File: config.mk
export PLATFORM = sky130hd
export DESIGN_NAME = vn_sqrt_pipe
export DESIGN_NICKNAME = d
export VERILOG_FILES = /design/src/rtl/vn_pkg.sv /design/src/rtl/vn_sqrt_pipe.sv
export SDC_FILE = /design/constraint.sdc
export NUM_CORES = 2
export LEC_CHECK = 0
export ABC_CLOCK_PERIOD_IN_PS = 10150
export BUFFER_PORTS_ARGS = -buffer_cell sky130_fd_sc_hd__buf_2
export CAP_MARGIN = 20
export CORE_MARGIN = 10
export CORE_UTILIZATION = 50
export CTS_CLUSTER_DIAMETER = 150
export DETAILED_ROUTE_END_ITERATION = 16
export MAX_ROUTING_LAYER = met4
export PLACE_DENSITY = 0.66
export SLEW_MARGIN = 20
export SYNTH_ARGS = -nofsm -noshare
export SYNTH_HDL_FRONTEND = slang
export SYNTH_SLANG_ARGS = --single-unit
File: constraint.sdc
create_clock -name clk -period 10.15 [get_ports clk]
set_input_delay 0.5075 -clock clk [delete_from_list [all_inputs] [get_ports clk]]
set_output_delay 0.5075 -clock clk [all_outputs]
set_load 0.005 [all_outputs]
File: src/rtl/vn_pkg.sv
`timescale 1ns / 1ps
`default_nettype none
// ---------------------------------------------------------------------------
// vn_pkg
// Shared constants for the 3-D vector normalize pipeline.
// ---------------------------------------------------------------------------
package vn_pkg;

  // fixed widths of the result and configuration fields
  localparam int OUT_W = 24;
  localparam int CFG_W = 24;

  // defaults for the top level parameters
  localparam int DEF_IN_WIDTH  = 24;
  localparam int DEF_FRAC_BITS = 22;

endpackage
`default_nettype wire

File: src/rtl/vn_sqrt_pipe.sv
`timescale 1ns / 1ps
`default_nettype none
// ---------------------------------------------------------------------------
// vn_sqrt_pipe
// Pipelined integer square root, one root bit resolved per register stage.
// ---------------------------------------------------------------------------
module vn_sqrt_pipe #(
  parameter int IN_WIDTH = vn_pkg::DEF_IN_WIDTH,
  parameter int SIDE_W   = 1
) (
  input  wire logic                    clk,
  input  wire logic                    rst_n,
  input  wire logic                    en,
  input  wire logic                    vld_i,
  input  wire logic [2*IN_WIDTH+1:0]   sum_i,
  input  wire logic [SIDE_W-1:0]       side_i,
  output logic                         vld_o,
  output logic [IN_WIDTH:0]            root_o,
  output logic [SIDE_W-1:0]            side_o
);

  localparam int ROOT_W = IN_WIDTH + 1;
  localparam int SUM_W  = 2 * ROOT_W;
  localparam int RW     = ROOT_W + 2;

  logic [RW-1:0]     rem_r  [ROOT_W];
  logic [ROOT_W-1:0] root_r [ROOT_W];
  logic [SUM_W-1:0]  s_r    [ROOT_W];
  logic [SIDE_W-1:0] side_r [ROOT_W];
  logic              vld_r  [ROOT_W];

  logic [RW-1:0]     rem_nxt  [ROOT_W];
  logic [ROOT_W-1:0] root_nxt [ROOT_W];
  logic [SUM_W-1:0]  s_nxt    [ROOT_W];
  logic [SIDE_W-1:0] side_nxt [ROOT_W];
  logic              vld_nxt  [ROOT_W];

  // one restoring step per stage: bring down two radicand bits, try 4*root+1
  for (genvar k = 0; k < ROOT_W; k++) begin : g_stage
    logic [RW-1:0]     rem_in;
    logic [ROOT_W-1:0] root_in;
    logic [RW-1:0]     rem_sh;
    logic [RW-1:0]     trial;
    logic              ge;

    if (k == 0) begin : g_first
      assign rem_in      = '0;
      assign root_in     = '0;
      assign s_nxt[k]    = sum_i;
      assign side_nxt[k] = side_i;
      assign vld_nxt[k]  = vld_i;
    end else begin : g_next
      assign rem_in      = rem_r[k-1];
      assign root_in     = root_r[k-1];
      assign s_nxt[k]    = s_r[k-1];
      assign side_nxt[k] = side_r[k-1];
      assign vld_nxt[k]  = vld_r[k-1];
    end

    assign rem_sh      = {rem_in[RW-3:0], s_nxt[k][SUM_W-1-2*k -: 2]};
    assign trial       = {root_in, 2'b01};
    assign ge          = (rem_sh >= trial);
    assign rem_nxt[k]  = ge ? (rem_sh - trial) : rem_sh;
    assign root_nxt[k] = {root_in[ROOT_W-2:0], ge};
  end

  // stage registers, valid bits cleared by reset
  always_ff @(posedge clk) begin
    for (int k = 0; k < ROOT_W; k++) begin
      if (!rst_n) begin
        vld_r[k] <= 1'b0;
      end else if (en) begin
        vld_r[k] <= vld_nxt[k];
      end
      if (en) begin
        rem_r[k]  <= rem_nxt[k];
        root_r[k] <= root_nxt[k];
        s_r[k]    <= s_nxt[k];
        side_r[k] <= side_nxt[k];
      end
    end
  end

  assign vld_o  = vld_r[ROOT_W-1];
  assign root_o = root_r[ROOT_W-1];
  assign side_o = side_r[ROOT_W-1];

endmodule
`default_nettype wire

# Yosys cells after proc, flatten, opt, wreduce, memory -nomap -nowiden
# Memories as Yosys holds them, arrays and structs flattened.
# Cells that the tools add are included.
[op_classes]
n_eq_ne = 0
n_addsub = 25
bitwise_logic = 25
muxes = 55
reduce_logical = 0
n_div = 0
mul = 0
magnitude_cmp = 25
shift = 0
[op_table]
columns = ["cell", "count"]
rows = [
  ["27-bit 2-to-1 mux", 25],
  ["27-bit greater-or-equal comparator", 24],
  ["27-bit subtractor", 24],
  ["1-bit 2-to-1 mux", 30],
  ["1-bit bitwise OR", 25],
  ["2-bit by 1-bit subtractor with 3-bit output (second input constant)", 1],
  ["2-bit by 1-bit greater-or-equal comparator with 1-bit output (second input constant)", 1],
]
[totals]
mem_count = 5
romBits = 0
elab_cells = 135
ram_bits = 2600
in_bits = 55
latchBits = 0
output_inout_bits = 27
reg_bits = 0
[memory_table]
columns = ["name", "words", "width", "rd", "rd_ports_with_merged_regs", "wr", "line_no", "rtl"]
rows = [
  ["s_r", 25, 50, 24, 0, 25, "vn_sqrt_pipe.sv:28", "logic [SUM_W-1:0] s_r [ROOT_W];"],
  ["rem_r", 25, 27, 24, 0, 25, "vn_sqrt_pipe.sv:26", "logic [RW-1:0] rem_r [ROOT_W];"],
  ["root_r", 25, 25, 25, 0, 25, "vn_sqrt_pipe.sv:27", "logic [ROOT_W-1:0] root_r [ROOT_W];"],
  ["side_r", 25, 1, 25, 0, 25, "vn_sqrt_pipe.sv:29", "logic [SIDE_W-1:0] side_r [ROOT_W];"],
  ["vld_r", 25, 1, 25, 0, 25, "vn_sqrt_pipe.sv:30", "logic vld_r [ROOT_W];"],
]

# Logic depth before layout (Yosys ltp)
[logic_depth]
ltp_word = 4
depth_mapped = 13
mapped_depth_nobuf = 12

# Worst setup path after synthesis
# Ideal clock, no wire load.
[synth_timing]
kind = "register to register"
from = "memory rem_r[0][113] (netlist bit)"
to = "memory rem_r[0][150] (netlist bit) (data pin)"
synth_period_minus_slack_ns = 3.296
setup_time_ns = 0.271
path_stages_with_launch = 11
path_slack_ns = 6.854
t_arrival_ns = 3.025
path_cell_list = "edfxtp_1 > or4_4 > or3_4 > or4_4 > nor4_4 > inv_2 > or4b_1 > buf_4 > nand2_4 > nor4_1 > xor2_1"
[synth_lines]
columns = ["element", "line_no"]
rows = [
  ["start, declared", "vn_sqrt_pipe.sv:26"],
]

==> run summary <==
Clock share of power -> 0.330
Static Leak -> 30.39 nW
Finished Layout Cells -> 7500
DP Area -> 0.07275 sq mm
Die X -> 394.2 um
EDFF count, synth -> 1541
FFs w/ async S/R, synth -> 0
Tot GR Track Use -> 0.1657
CP Data Required Time -> 10660 ps
Post-Synthesis Cells -> 5246
Floorplan core area -> 0.1394 sq mm
Post-route setup TNS -> 0 ps
Worst-Skew Late Latency -> 800 ps
Switching fraction of total power -> 0.2715
WP buf/inv -> 2
Vias -> 40230
Switch Pwr -> 4.765 mW
RR Endpoint -> rem_r[2][49]$_DFFE_PP_
Drt pass-1 iters -> 5
Total die area -> 0.1554 sq mm
Total chip power -> 17.55 mW
Setup violations, final -> 0
Placed insts -> 7146
CP top delay family -> compound AO/OA/AOI/OAI gates
Final nets -> 5896
Total CTS buffers -> 165
Die H -> 394.2 um
Final Slew Violations -> 0
Outcome -> finished, final reports clean
Critical path class -> reg2reg
Crit. Startpoint -> rem_r[2][0]$_DFFE_PP_
Sequential Power Share -> 0.483
Syn-to-layout area delta -> 12.25%
Critical path peak fanout -> 22
Final hold violations -> 0
Post-cts sizing count -> 0
Hold_buf cts -> 53
Distinct cells, synth -> 79
Starting density of the core -> 0.5025
Root Driver -> clkbuf_16
Max Root-Sink Buffers -> 3
Number of cells on the critical path -> 12
Critical path endpoint category -> flip-flop
Yosys reg bits -> 1542
Routed Antenna Nets -> 0
Sequential share of the synthesized area -> 0.6611
Crit path launch type -> flip-flop
First-pass GRT wire length -> 206.9 mm
Mux share of post-synthesis cell area -> 0.01049
DR WL/cell -> 16.88 um
Simple-Gate Fraction of Synth Area -> 0.09066
Synth top area share -> 0.6608
Cell Area, Synth -> 0.07003 sq mm
Worst reg2reg path depth -> 12
Critical Path Slowest Stage Cell -> o41ai_1
Clk sinks -> 1542
Top FF cell, synth -> edfxtp_1
Internal power -> 12.78 mW
Max VDD drop -> 0.1627 mV
Most frequent cells after synthesis -> edfxtp_1 (1541), inv_1 (438), nor2_1 (387), a21oi_1 (372), ha_1 (351)
Final WL -> 126.6 mm
Post-synthesis compound-gate area fraction -> 0.08955
Layout cell share with drive strength beyond 1 -> 0.08216
Final worst-path cycle share -> 0.3933
IO Pins -> 82
Final WS setup -> 6158 ps
RSZ-0062 raised after global routing -> no
Syn Nets -> 5652
Pre-CTS WS -> 6223 ps
RR Startpoint -> rem_r[2][0]$_DFFE_PP_
DR DRC count -> 0
Power per cell area -> 223.3 mW/mm^2
MaxCap Viol Count -> 0
Fin area -> 0.07860 sq mm
R2r setup slk -> 6160 ps
Largest net degree at the start of global routing -> 170
Vias in the first global route -> 39580
IO buf count -> 81
Max frequency -> 250.5 MHz
Mean area per synthesized cell -> 13.35 sq um
Vias/cell -> 5.363
Largest stage delay on the critical path -> 590 ps
Clk slew on worst S/H paths -> 60 ps
CP arrival -> 4510 ps
Min cycle time layout -> 3992 ps
Combinational share of power -> 0.186
Post-CTS setup buffers -> 0
Post-Synth Adder-Cell Area -> 0.06272
CP cell instances -> ha_1 -> o21a_1 -> o21a_1 -> o2111ai_1 -> a21boi_0 -> o41ai_1 -> o21a_1 -> clkinv_1 -> buf_4 -> nand3b_1 -> a211oi_1 -> xor2_1
Placer Congestion -> 0.8804
Slew headroom -> 0.2168
Initial antenna violation count -> 1
H-tree depth -> 4
Final design utilization -> 0.5640
CP dominant cell by count -> o21a_1
Worst hold margin -> 164.9 ps
Top cell type by total area after synthesis -> edfxtp_1
Worst setup path endpoint -> rem_r[2][49]$_DFFE_PP_
Aggregate global routing overflow -> 0
Worst Skew -> 33.00 ps
XOR/XNOR share of the synthesized area -> 0.05691
HP Class -> in2reg
Row count -> 137
TritonCTS clock tree -> done
Top-count cell post-synth -> edfxtp_1
Number of DRC markers after the initial detailed-route iteration -> 2981
Synth area leaders -> edfxtp_1 (66%), ha_1 (6.3%), xnor2_1 (2.9%)
Synth warn -> 0
Largest family of logic cells by synthesized area -> simple AND/OR/NAND/NOR gates
Worst Max-Slew Pin Slew -> 1145 ps
Detailed Place HPWL -> 87.63 mm
==> power by group through the flow <==
stage	sequential, mW	combinational (mW)	clock (mW)
2_1_floorplan	8.41	2.47	0
3_3_place_gp	8.61	3.17	0
3_5_place_dp	8.62	3.20	0
4_1_cts	8.50	3.25	5.98
5_1_grt	8.57	3.67	6.25
6_report	8.48	3.27	5.80
==> cells by family after synthesis <==
family / count (synthesis)
simple gates: 1290
fa+ha+maj: 351
compound gates: 1012
other cells: 1
buf+inv: 529
flops: 1542
mux: 66
xor+xnor: 455
==> sequential cells by signal, indices dropped and copies added, names as in the netlist <==
name	count
root_r	325
side_r	25
vld_r	25
s_r	600
rem_r	567
==> area by class of cell <==
| class | instances | area [sq um] |
|---|---|---|
| fill | 11190 | 60760 |
| sequential | 1542 | 46290 |
| multi-input combinational | 3175 | 21750 |
| clock buffer | 199 | 4308 |
| tap | 1876 | 2347 |
| inverter | 441 | 1655 |
| timing repair buffer | 165 | 1234 |
| clock inverter | 101 | 1007 |
| antenna | 1 | 2.502 |
==> worst min path at each step <==
stage | start | to | slack, ps | depth (start not counted)
2_1_floorplan | s_r[0][50]$_DFFE_PP_ | s_r[0][100]$_DFFE_PP_ | 400 | 0
3_3_place_gp | s_r[0][326]$_DFFE_PP_ | s_r[0][376]$_DFFE_PP_ | 400 | 0
3_5_place_dp | s_r[0][55]$_DFFE_PP_ | s_r[0][105]$_DFFE_PP_ | 400 | 0
4_1_cts | rst_n | vld_r[1][0]$_DFF_P_ | 90 | 2
5_1_grt | rst_n | vld_r[1][0]$_DFF_P_ | 130 | 2
6_report | rst_n | vld_r[1][0]$_DFF_P_ | 160 | 2
==> layout by cell type (no fill, tap or decap), drive strengths merged, types with 11 or more instances in the layout <==
cell / n
edfxtp: 1541
inv: 445
nor2: 387
a21oi: 372
ha: 351
nand2: 289
xnor2: 232
xor2: 223
o21ai: 203
clkbuf: 199
a21o: 121
buf: 112
nor3: 111
clkinv: 80
nand3: 75
nor4: 70
o21a: 63
mux2: 59
nand2b: 55
dlygate4sd3: 53
nand4: 52
nor2b: 48
or3: 48
and3: 44
o21bai: 44
or4: 29
o31ai: 28
a31oi: 26
or2: 24
o41ai: 20
a21boi: 16
o211ai: 14
a31o: 13
nor3b: 13
nand3b: 11
bufinv: 11
==> routing by layer <==
| metal | routed length [um] | GRT usage | vias up |
|---|---|---|---|
| met2 | 58930 | 0.2572 | 807 |
| met5 | 0 | - | - |
| met4 | 2998 | 0.04774 | 0 |
| li1 | - | - | 19900 |
| met3 | 5673 | 0.02882 | 232 |
| met1 | 58970 | 0.2247 | 19290 |
(Power assumes the default switching activity.)
