`src/rtl/vn_pkg.sv`:
```
`timescale 1ns / 1ps
`default_nettype none
// ---------------------------------------------------------------------------
// vn_pkg
// Shared constants for the 3-D vector normalize pipeline.
// ---------------------------------------------------------------------------
package vn_pkg;

  // fixed widths of the result and configuration fields
  localparam int OUT_W = 24;
  localparam int CFG_W = 24;

  // defaults for the top level parameters
  localparam int DEF_IN_WIDTH  = 24;
  localparam int DEF_FRAC_BITS = 22;

endpackage
`default_nettype wire

```
`src/rtl/vn_div_pipe.sv`:
```
`timescale 1ns / 1ps
`default_nettype none
// ---------------------------------------------------------------------------
// vn_div_pipe
// Pipelined restoring divider, (mag << FRAC_BITS) / den, one quotient bit
// per register stage. Assumes mag <= den, so the quotient fits FRAC_BITS+1.
// ---------------------------------------------------------------------------
module vn_div_pipe #(
  parameter int IN_WIDTH  = vn_pkg::DEF_IN_WIDTH,
  parameter int FRAC_BITS = vn_pkg::DEF_FRAC_BITS,
  parameter int SIDE_W    = 1
) (
  input  wire logic                  clk,
  input  wire logic                  rst_n,
  input  wire logic                  en,
  input  wire logic                  vld_i,
  input  wire logic [IN_WIDTH-1:0]   mag_i,
  input  wire logic [IN_WIDTH:0]     den_i,
  input  wire logic [SIDE_W-1:0]     side_i,
  output logic                       vld_o,
  output logic [FRAC_BITS:0]         quot_o,
  output logic [SIDE_W-1:0]          side_o
);

  localparam int ROOT_W = IN_WIDTH + 1;
  localparam int QW     = FRAC_BITS + 1;
  localparam int RMW    = ROOT_W + 1;

  logic [RMW-1:0]    rem_r  [QW];
  logic [QW-1:0]     q_r    [QW];
  logic [ROOT_W-1:0] den_r  [QW];
  logic [SIDE_W-1:0] side_r [QW];
  logic              vld_r  [QW];

  logic [RMW-1:0]    rem_nxt  [QW];
  logic [QW-1:0]     q_nxt    [QW];
  logic [ROOT_W-1:0] den_nxt  [QW];
  logic [SIDE_W-1:0] side_nxt [QW];
  logic              vld_nxt  [QW];

  // the partial remainder starts at mag >> 1; mag[0] is the only nonzero
  // dividend bit brought down, the fraction bits below it are zero
  for (genvar k = 0; k < QW; k++) begin : g_stage
    logic [RMW-1:0] rem_in;
    logic [QW-1:0]  q_in;
    logic           dbit;
    logic [RMW-1:0] rem_sh;
    logic [RMW-1:0] den_x;
    logic           ge;

    if (k == 0) begin : g_first
      assign rem_in      = RMW'(mag_i >> 1);
      assign q_in        = '0;
      assign dbit        = mag_i[0];
      assign den_nxt[k]  = den_i;
      assign side_nxt[k] = side_i;
      assign vld_nxt[k]  = vld_i;
    end else begin : g_next
      assign rem_in      = rem_r[k-1];
      assign q_in        = q_r[k-1];
      assign dbit        = 1'b0;
      assign den_nxt[k]  = den_r[k-1];
      assign side_nxt[k] = side_r[k-1];
      assign vld_nxt[k]  = vld_r[k-1];
    end

    assign rem_sh     = {rem_in[RMW-2:0], dbit};
    assign den_x      = {1'b0, den_nxt[k]};
    assign ge         = (rem_sh >= den_x);
    assign rem_nxt[k] = ge ? (rem_sh - den_x) : rem_sh;
    assign q_nxt[k]   = {q_in[QW-2:0], ge};
  end

  // stage registers, valid bits cleared by reset
  always_ff @(posedge clk) begin
    for (int k = 0; k < QW; k++) begin
      if (!rst_n) begin
        vld_r[k] <= 1'b0;
      end else if (en) begin
        vld_r[k] <= vld_nxt[k];
      end
      if (en) begin
        rem_r[k]  <= rem_nxt[k];
        q_r[k]    <= q_nxt[k];
        den_r[k]  <= den_nxt[k];
        side_r[k] <= side_nxt[k];
      end
    end
  end

  assign vld_o  = vld_r[QW-1];
  assign quot_o = q_r[QW-1];
  assign side_o = side_r[QW-1];

endmodule
`default_nettype wire

```
`config.mk`:
```
export PLATFORM = sky130hd
export DESIGN_NAME = vn_div_pipe
export DESIGN_NICKNAME = d
export VERILOG_FILES = /design/src/rtl/vn_pkg.sv /design/src/rtl/vn_div_pipe.sv
export SDC_FILE = /design/constraint.sdc
export NUM_CORES = 2
export LEC_CHECK = 0
export BUFFER_PORTS_ARGS = -buffer_cell sky130_fd_sc_hd__clkbuf_2
export CAP_MARGIN = 20
export CORE_MARGIN = 2
export CORE_UTILIZATION = 45
export DETAILED_ROUTE_END_ITERATION = 12
export REMOVE_ABC_BUFFERS = 1
export SYNTH_ARGS = -nofsm -noshare
export SYNTH_HDL_FRONTEND = slang
export SYNTH_SLANG_ARGS = --single-unit
```
`constraint.sdc`:
```
create_clock -name clk -period 3.7 [get_ports clk]
set_input_delay 0.37 -clock clk [delete_from_list [all_inputs] [get_ports clk]]
set_output_delay 0.37 -clock clk [all_outputs]
set_load 0.05 [all_outputs]
```
Word level (Yosys, flattened, before mapping)
Memories as Yosys holds them, arrays and structs flattened.
Index checks and enable logic that the tools add are counted.
Widths: inputs -> output; s select.

operators by class
  $add $sub $neg = 23
  magnitude comparators = 23
  multiplexer cells = 51
  bitwise logic cells = 23

operators by type and width
  kind            number
  $mux 26         23
  $ge 26x25->1    22
  $sub 26x25->26  22
  $mux 1          28
  $sub 24x25->26  1
  $ge 24x25->1    1
  $or 1x1->1      23

word-level totals
  flip-flop bits (word level) = 0
  memory bits (writable) = 1748
  input port bits = 54
  output and inout port bits = 25
  word-level logic and storage cells = 125
  memories kept = 5

memories
  name    depth  bits a word  rd ports  clocked after memory_dff  wr ports  RTL line           source
  rem_r   23     26           22        0                         23        vn_div_pipe.sv:29  logic [RMW-1:0] rem_r [QW];
  den_r   23     25           22        0                         23        vn_div_pipe.sv:31  logic [ROOT_W-1:0] den_r [QW];
  q_r     23     23           23        0                         23        vn_div_pipe.sv:30  logic [QW-1:0] q_r [QW];
  side_r  23     1            23        0                         23        vn_div_pipe.sv:32  logic [SIDE_W-1:0] side_r [QW];
  vld_r   23     1            23        0                         23        vn_div_pipe.sv:33  logic vld_r [QW];

Logic depth before layout (Yosys ltp)
  depth in word-level cells = 4
  mapped depth = 14
  gate-level depth less buffers = 12

Least setup slack after synthesis
No wires, ideal clock.

  path type = input to register
  start point = input port mag_i[0]
  end point = memory rem_r[0][19] (netlist bit) (data pin)
  setup time = 0.260 ns
  arrival time = 3.108 ns
  required time = 3.440 ns
  path slack = 0.333 ns
  stages on the path = 13
  buffers on the path = 1
  cells stage by stage = inv_1 > ha_1 > fa_1 > and2b_1 > o211ai_1 > a31o_2 > o21ai_2 > a31o_2 > a21oi_2 > o31a_1 > o21ai_4 > buf_4 > mux2_2

RTL lines
  item             RTL line           source
  start, declared  vn_div_pipe.sv:17  input wire logic [IN_WIDTH-1:0] mag_i,
  end, declared    vn_div_pipe.sv:29

==> Flow_metrics.wiki <==
{| class="wikitable"
! Metric !! Value
|-
| Status || finished, final reports clean
|-
| Final RePlAce weighted congestion || 0.888
|-
| Leakage power || 0.0361 uW
|-
| Count of cells along the worst hold path || 1
|-
| GRT Overall Usage || 19.3%
|-
| Gate Count Post-Synth || 6937
|-
| Overflow left after global routing || 0
|-
| Fraction of registers with async set/reset || 0%
|-
| CP endpoint kind || flop
|-
| Initial cell density of the core || 45.4%
|-
| Fraction of final layout cells with drive strength greater than 1 || 8.90%
|-
| DR DRC count || 0
|-
| Utilization after layout || 50.8%
|-
| Sum of net half-perimeters after detailed placement || 129 mm
|-
| Sequential cell area fraction in the yosys report || 54.1%
|-
| Die Footprint || 0.179 mm^2
|-
| Top-Level Pins || 79
|-
| Clock buffer count from CTS || 161
|-
| Synthesis-to-finish area growth || 12.0%
|-
| Synthesized flop and latch total || 1422
|-
| Relative slew slack || 32.6%
|-
| Post-place setup slack || 101 ps
|-
| RR Endpoint || rem_r[2][109]$_DFFE_PP_
|-
| DRT Pass-1 Iters || 6
|-
| Core Box Area || 0.174 mm^2
|-
| Drt initial violations || 4143
|-
| Achievable frequency || 0.279 GHz
|-
| Vias in the first global route || 50.5k
|-
| Leading cell type in the layout, fill and taps excluded || sky130_fd_sc_hd__edfxtp_1
|-
| Antenna-violating nets left || 0
|-
| Die X || 423 um
|-
| Number of distinct library cells after synthesis || 103
|-
| Avg Synthesized Cell Area || 11.4 um^2
|-
| Setup-violating endpoint count in the final report || 0
|-
| CTS H-tree lvls || 4
|-
| Final Hold Fails || 0
|-
| Clk sinks || 1422
|-
| Final worst path period need || 3590 ps
|-
| Worst Min Path Start || en
|-
| Pin slew with the least headroom to its limit || 1010 ps
|-
| CTS clock-pin slew for the worst setup and hold paths || 60 ps
|-
| Power per cell area || 860 mW/mm^2
|-
| CP top delay family || compound AO/OA/AOI/OAI gates
|-
| Unrepaired setup endpoints after global routing || false
|-
| Worst-path fanout max || 36
|-
| Most used flip-flop cell after synthesis || sky130_fd_sc_hd__edfxtp_1
|-
| Wire length of the first global-routing pass || 277 mm
|-
| PortBufs || 78
|-
| Pins over their slew limit || 0
|-
| CP Buf/Inv Count || 2
|-
| Vias per cell || 5.44
|-
| Largest buffer count on any clock path || 3
|-
| Period utilisation layout || 96.9%
|-
| Die Height || 423 um
|-
| Number of maximum-capacitance constraint violations || 0
|-
| Critical Setup Path Class || reg2reg
|-
| Insertion delay to the later sink of the worst-skew pair || 790 ps
|-
| Post-Synthesis Cell Area || 0.0790 mm^2
|-
| Worst reg2reg path depth || 11
|-
| Routed Wire Length || 176 mm
|-
| Number of vias after detailed routing || 52.4k
|-
| Clk Tree Root Cell || sky130_fd_sc_hd__clkbuf_16
|-
| Slowest stage cell on the critical path || sky130_fd_sc_hd__a311o_1
|-
| Delay of the slowest critical-path stage || 490 ps
|-
| Series of cell instances along the critical path || inv_1, ha_1, nor2b_1, o2111ai_1, nand3_1, a311o_1, a22oi_1, o31ai_1, a21oi_2, buf_12, mux2_2
|-
| Peak supply drop || 0.462 mV
|-
| Synthesis Warnings || 0
|-
| Count of standard-cell rows || 153
|-
| Initial antenna violation count || 1
|-
| Hold crit path type || in2reg
|-
| Post-route worst setup slack || 114 ps
|-
| Number of enable-type register cells in the synthesized netlist || 1421
|-
| Pin count of the biggest net entering global routing || 134
|-
| Final worst clock skew || 28.4 ps
|-
| Most frequent cells in the layout || sky130_fd_sc_hd__edfxtp_1 (1421), sky130_fd_sc_hd__inv_1 (734), sky130_fd_sc_hd__ha_1 (573), sky130_fd_sc_hd__nand2_1 (571), sky130_fd_sc_hd__o21ai_0 (498)
|-
| TritonCTS clock tree || done
|-
| Worst flop-to-flop path startpoint || den_r[2][77]$_DFFE_PP_
|-
| Register-to-Register Setup Slack || 110 ps
|-
| Hold Path End || q_r[2][15]$_DFFE_PP_
|-
| WP data arrival || 4110 ps
|-
| Required time worst endpoint || 4230 ps
|-
| Startpoint Class || flop
|-
| DR WL/cell || 18.3 um
|-
| Final Net Count || 7815
|}
==> worst max path at each step <==
stage                                 start                 endpoint  slack [ps]  cells past startpoint
floorplan            rem_r[2][79]$_DFFE_PP_  rem_r[2][109]$_DFFE_PP_        -540                      9
global placement                   mag_i[0]    rem_r[0][3]$_DFFE_PP_         140                     14
detailed placement  den_r[0][150]$_DFFE_PP_  rem_r[0][187]$_DFFE_PP_         100                     11
CTS                 den_r[0][150]$_DFFE_PP_  rem_r[0][187]$_DFFE_PP_          80                     11
global route        rem_r[0][173]$_DFFE_PP_  rem_r[0][187]$_DFFE_PP_           3                     11
finish               den_r[2][77]$_DFFE_PP_  rem_r[2][109]$_DFFE_PP_         110                     11
==> registers in the layout, summed over array words and instances, names as in the netlist <==
| name | cells |
|---|---|
| rem_r | 550 |
| q_r | 276 |
| den_r | 550 |
| vld_r | 23 |
| side_r | 23 |
==> routing by layer <==
metal	up-vias	part of all wire, %	GRT usage (%)
met3	272	5.4	3.48
met4	0	2.6	5.82
met2	1238	46	30.8
li1	25944	-	-
met1	24922	46	26.9
met5	-	0	0
==> cells by family after synthesis <==
group	count (synthesis)	share of synthesized area (%)
multiplexers	191	2.87
buffers and inverters	897	4.38
AO/OA/AOI/OAI	1810	14.6
flip-flops	1422	54.1
AND/OR/NAND/NOR	1572	9.46
XOR/XNOR	450	4.99
adder cells (fa/ha/maj)	595	9.64
==> timing repair <==
item	CTS	global route
hold buffers	51	0
setup buffers	0	1
setup endpoints to repair	0	29
resized for setup	0	5
endpoints found under the hold margin	51	0
==> cell usage after synthesis (52+ instances only) <==
cell type,number,share of area [%]
sky130_fd_sc_hd__nand3_1,105,0.67
sky130_fd_sc_hd__a31oi_1,52,0.41
sky130_fd_sc_hd__nand4_1,80,0.63
sky130_fd_sc_hd__o21a_1,90,0.86
sky130_fd_sc_hd__nor2_1,329,1.6
sky130_fd_sc_hd__nor2b_1,90,0.71
sky130_fd_sc_hd__mux2_2,133,1.9
sky130_fd_sc_hd__nand2b_1,72,0.57
sky130_fd_sc_hd__clkbuf_1,127,0.60
sky130_fd_sc_hd__and3_1,66,0.52
sky130_fd_sc_hd__ha_1,573,9.1
sky130_fd_sc_hd__edfxtp_1,1421,54
sky130_fd_sc_hd__o31ai_1,68,0.65
sky130_fd_sc_hd__nor3_1,101,0.64
sky130_fd_sc_hd__nand2_1,571,2.7
sky130_fd_sc_hd__a211oi_1,55,0.52
sky130_fd_sc_hd__a21oi_1,464,2.9
sky130_fd_sc_hd__o21ai_0,498,3.2
sky130_fd_sc_hd__a21o_1,262,2.5
sky130_fd_sc_hd__inv_1,734,3.5
sky130_fd_sc_hd__o21bai_1,60,0.57
sky130_fd_sc_hd__xnor2_1,274,3.0
sky130_fd_sc_hd__xor2_1,176,2.0
==> worst reg2reg max path, stage by stage, from the launching register on <==
cell	delay, ps
sky130_fd_sc_hd__edfxtp_1	360
sky130_fd_sc_hd__inv_1	50
sky130_fd_sc_hd__ha_1	330
sky130_fd_sc_hd__nor2b_1	160
sky130_fd_sc_hd__o2111ai_1	280
sky130_fd_sc_hd__nand3_1	210
sky130_fd_sc_hd__a311o_1	490
sky130_fd_sc_hd__a22oi_1	470
sky130_fd_sc_hd__o31ai_1	160
sky130_fd_sc_hd__a21oi_2	240
sky130_fd_sc_hd__buf_12	220
sky130_fd_sc_hd__mux2_2	360
==> power breakdown <==
group	total, uW	internal [uW]	switching, uW
Clock	15700	9180	6520
Sequential	26100	23700	2430
Combinational	34200	15100	19200
==> per-stage QoR <==
stage	setup TNS [ps]	hold slack [ps]	std cells	power, uW	area [um^2]
6_report	0	56.0	9620	76000	88400
5_1_grt	0	33.0	9619	81400	88400
4_1_cts	0	13.9	9618	76300	88400
3_5_place_dp	0	405	9276	60100	82700
3_3_place_gp	0	400	9276	59600	82700
2_1_floorplan	-50120	400	6775	50700	78300
==> area by class of cell <==
class / count / area [um^2]
clock buffer: 189 / 4240
tap: 2325 / 2910
inverter: 735 / 2760
clock inverter: 102 / 945
multi-input combinational: 4618 / 32900
timing repair buffer: 228 / 1990
sequential: 1422 / 42700
antenna: 1 / 2.50
fill: 15312 / 85600
Power figures use the tool's default switching activity.
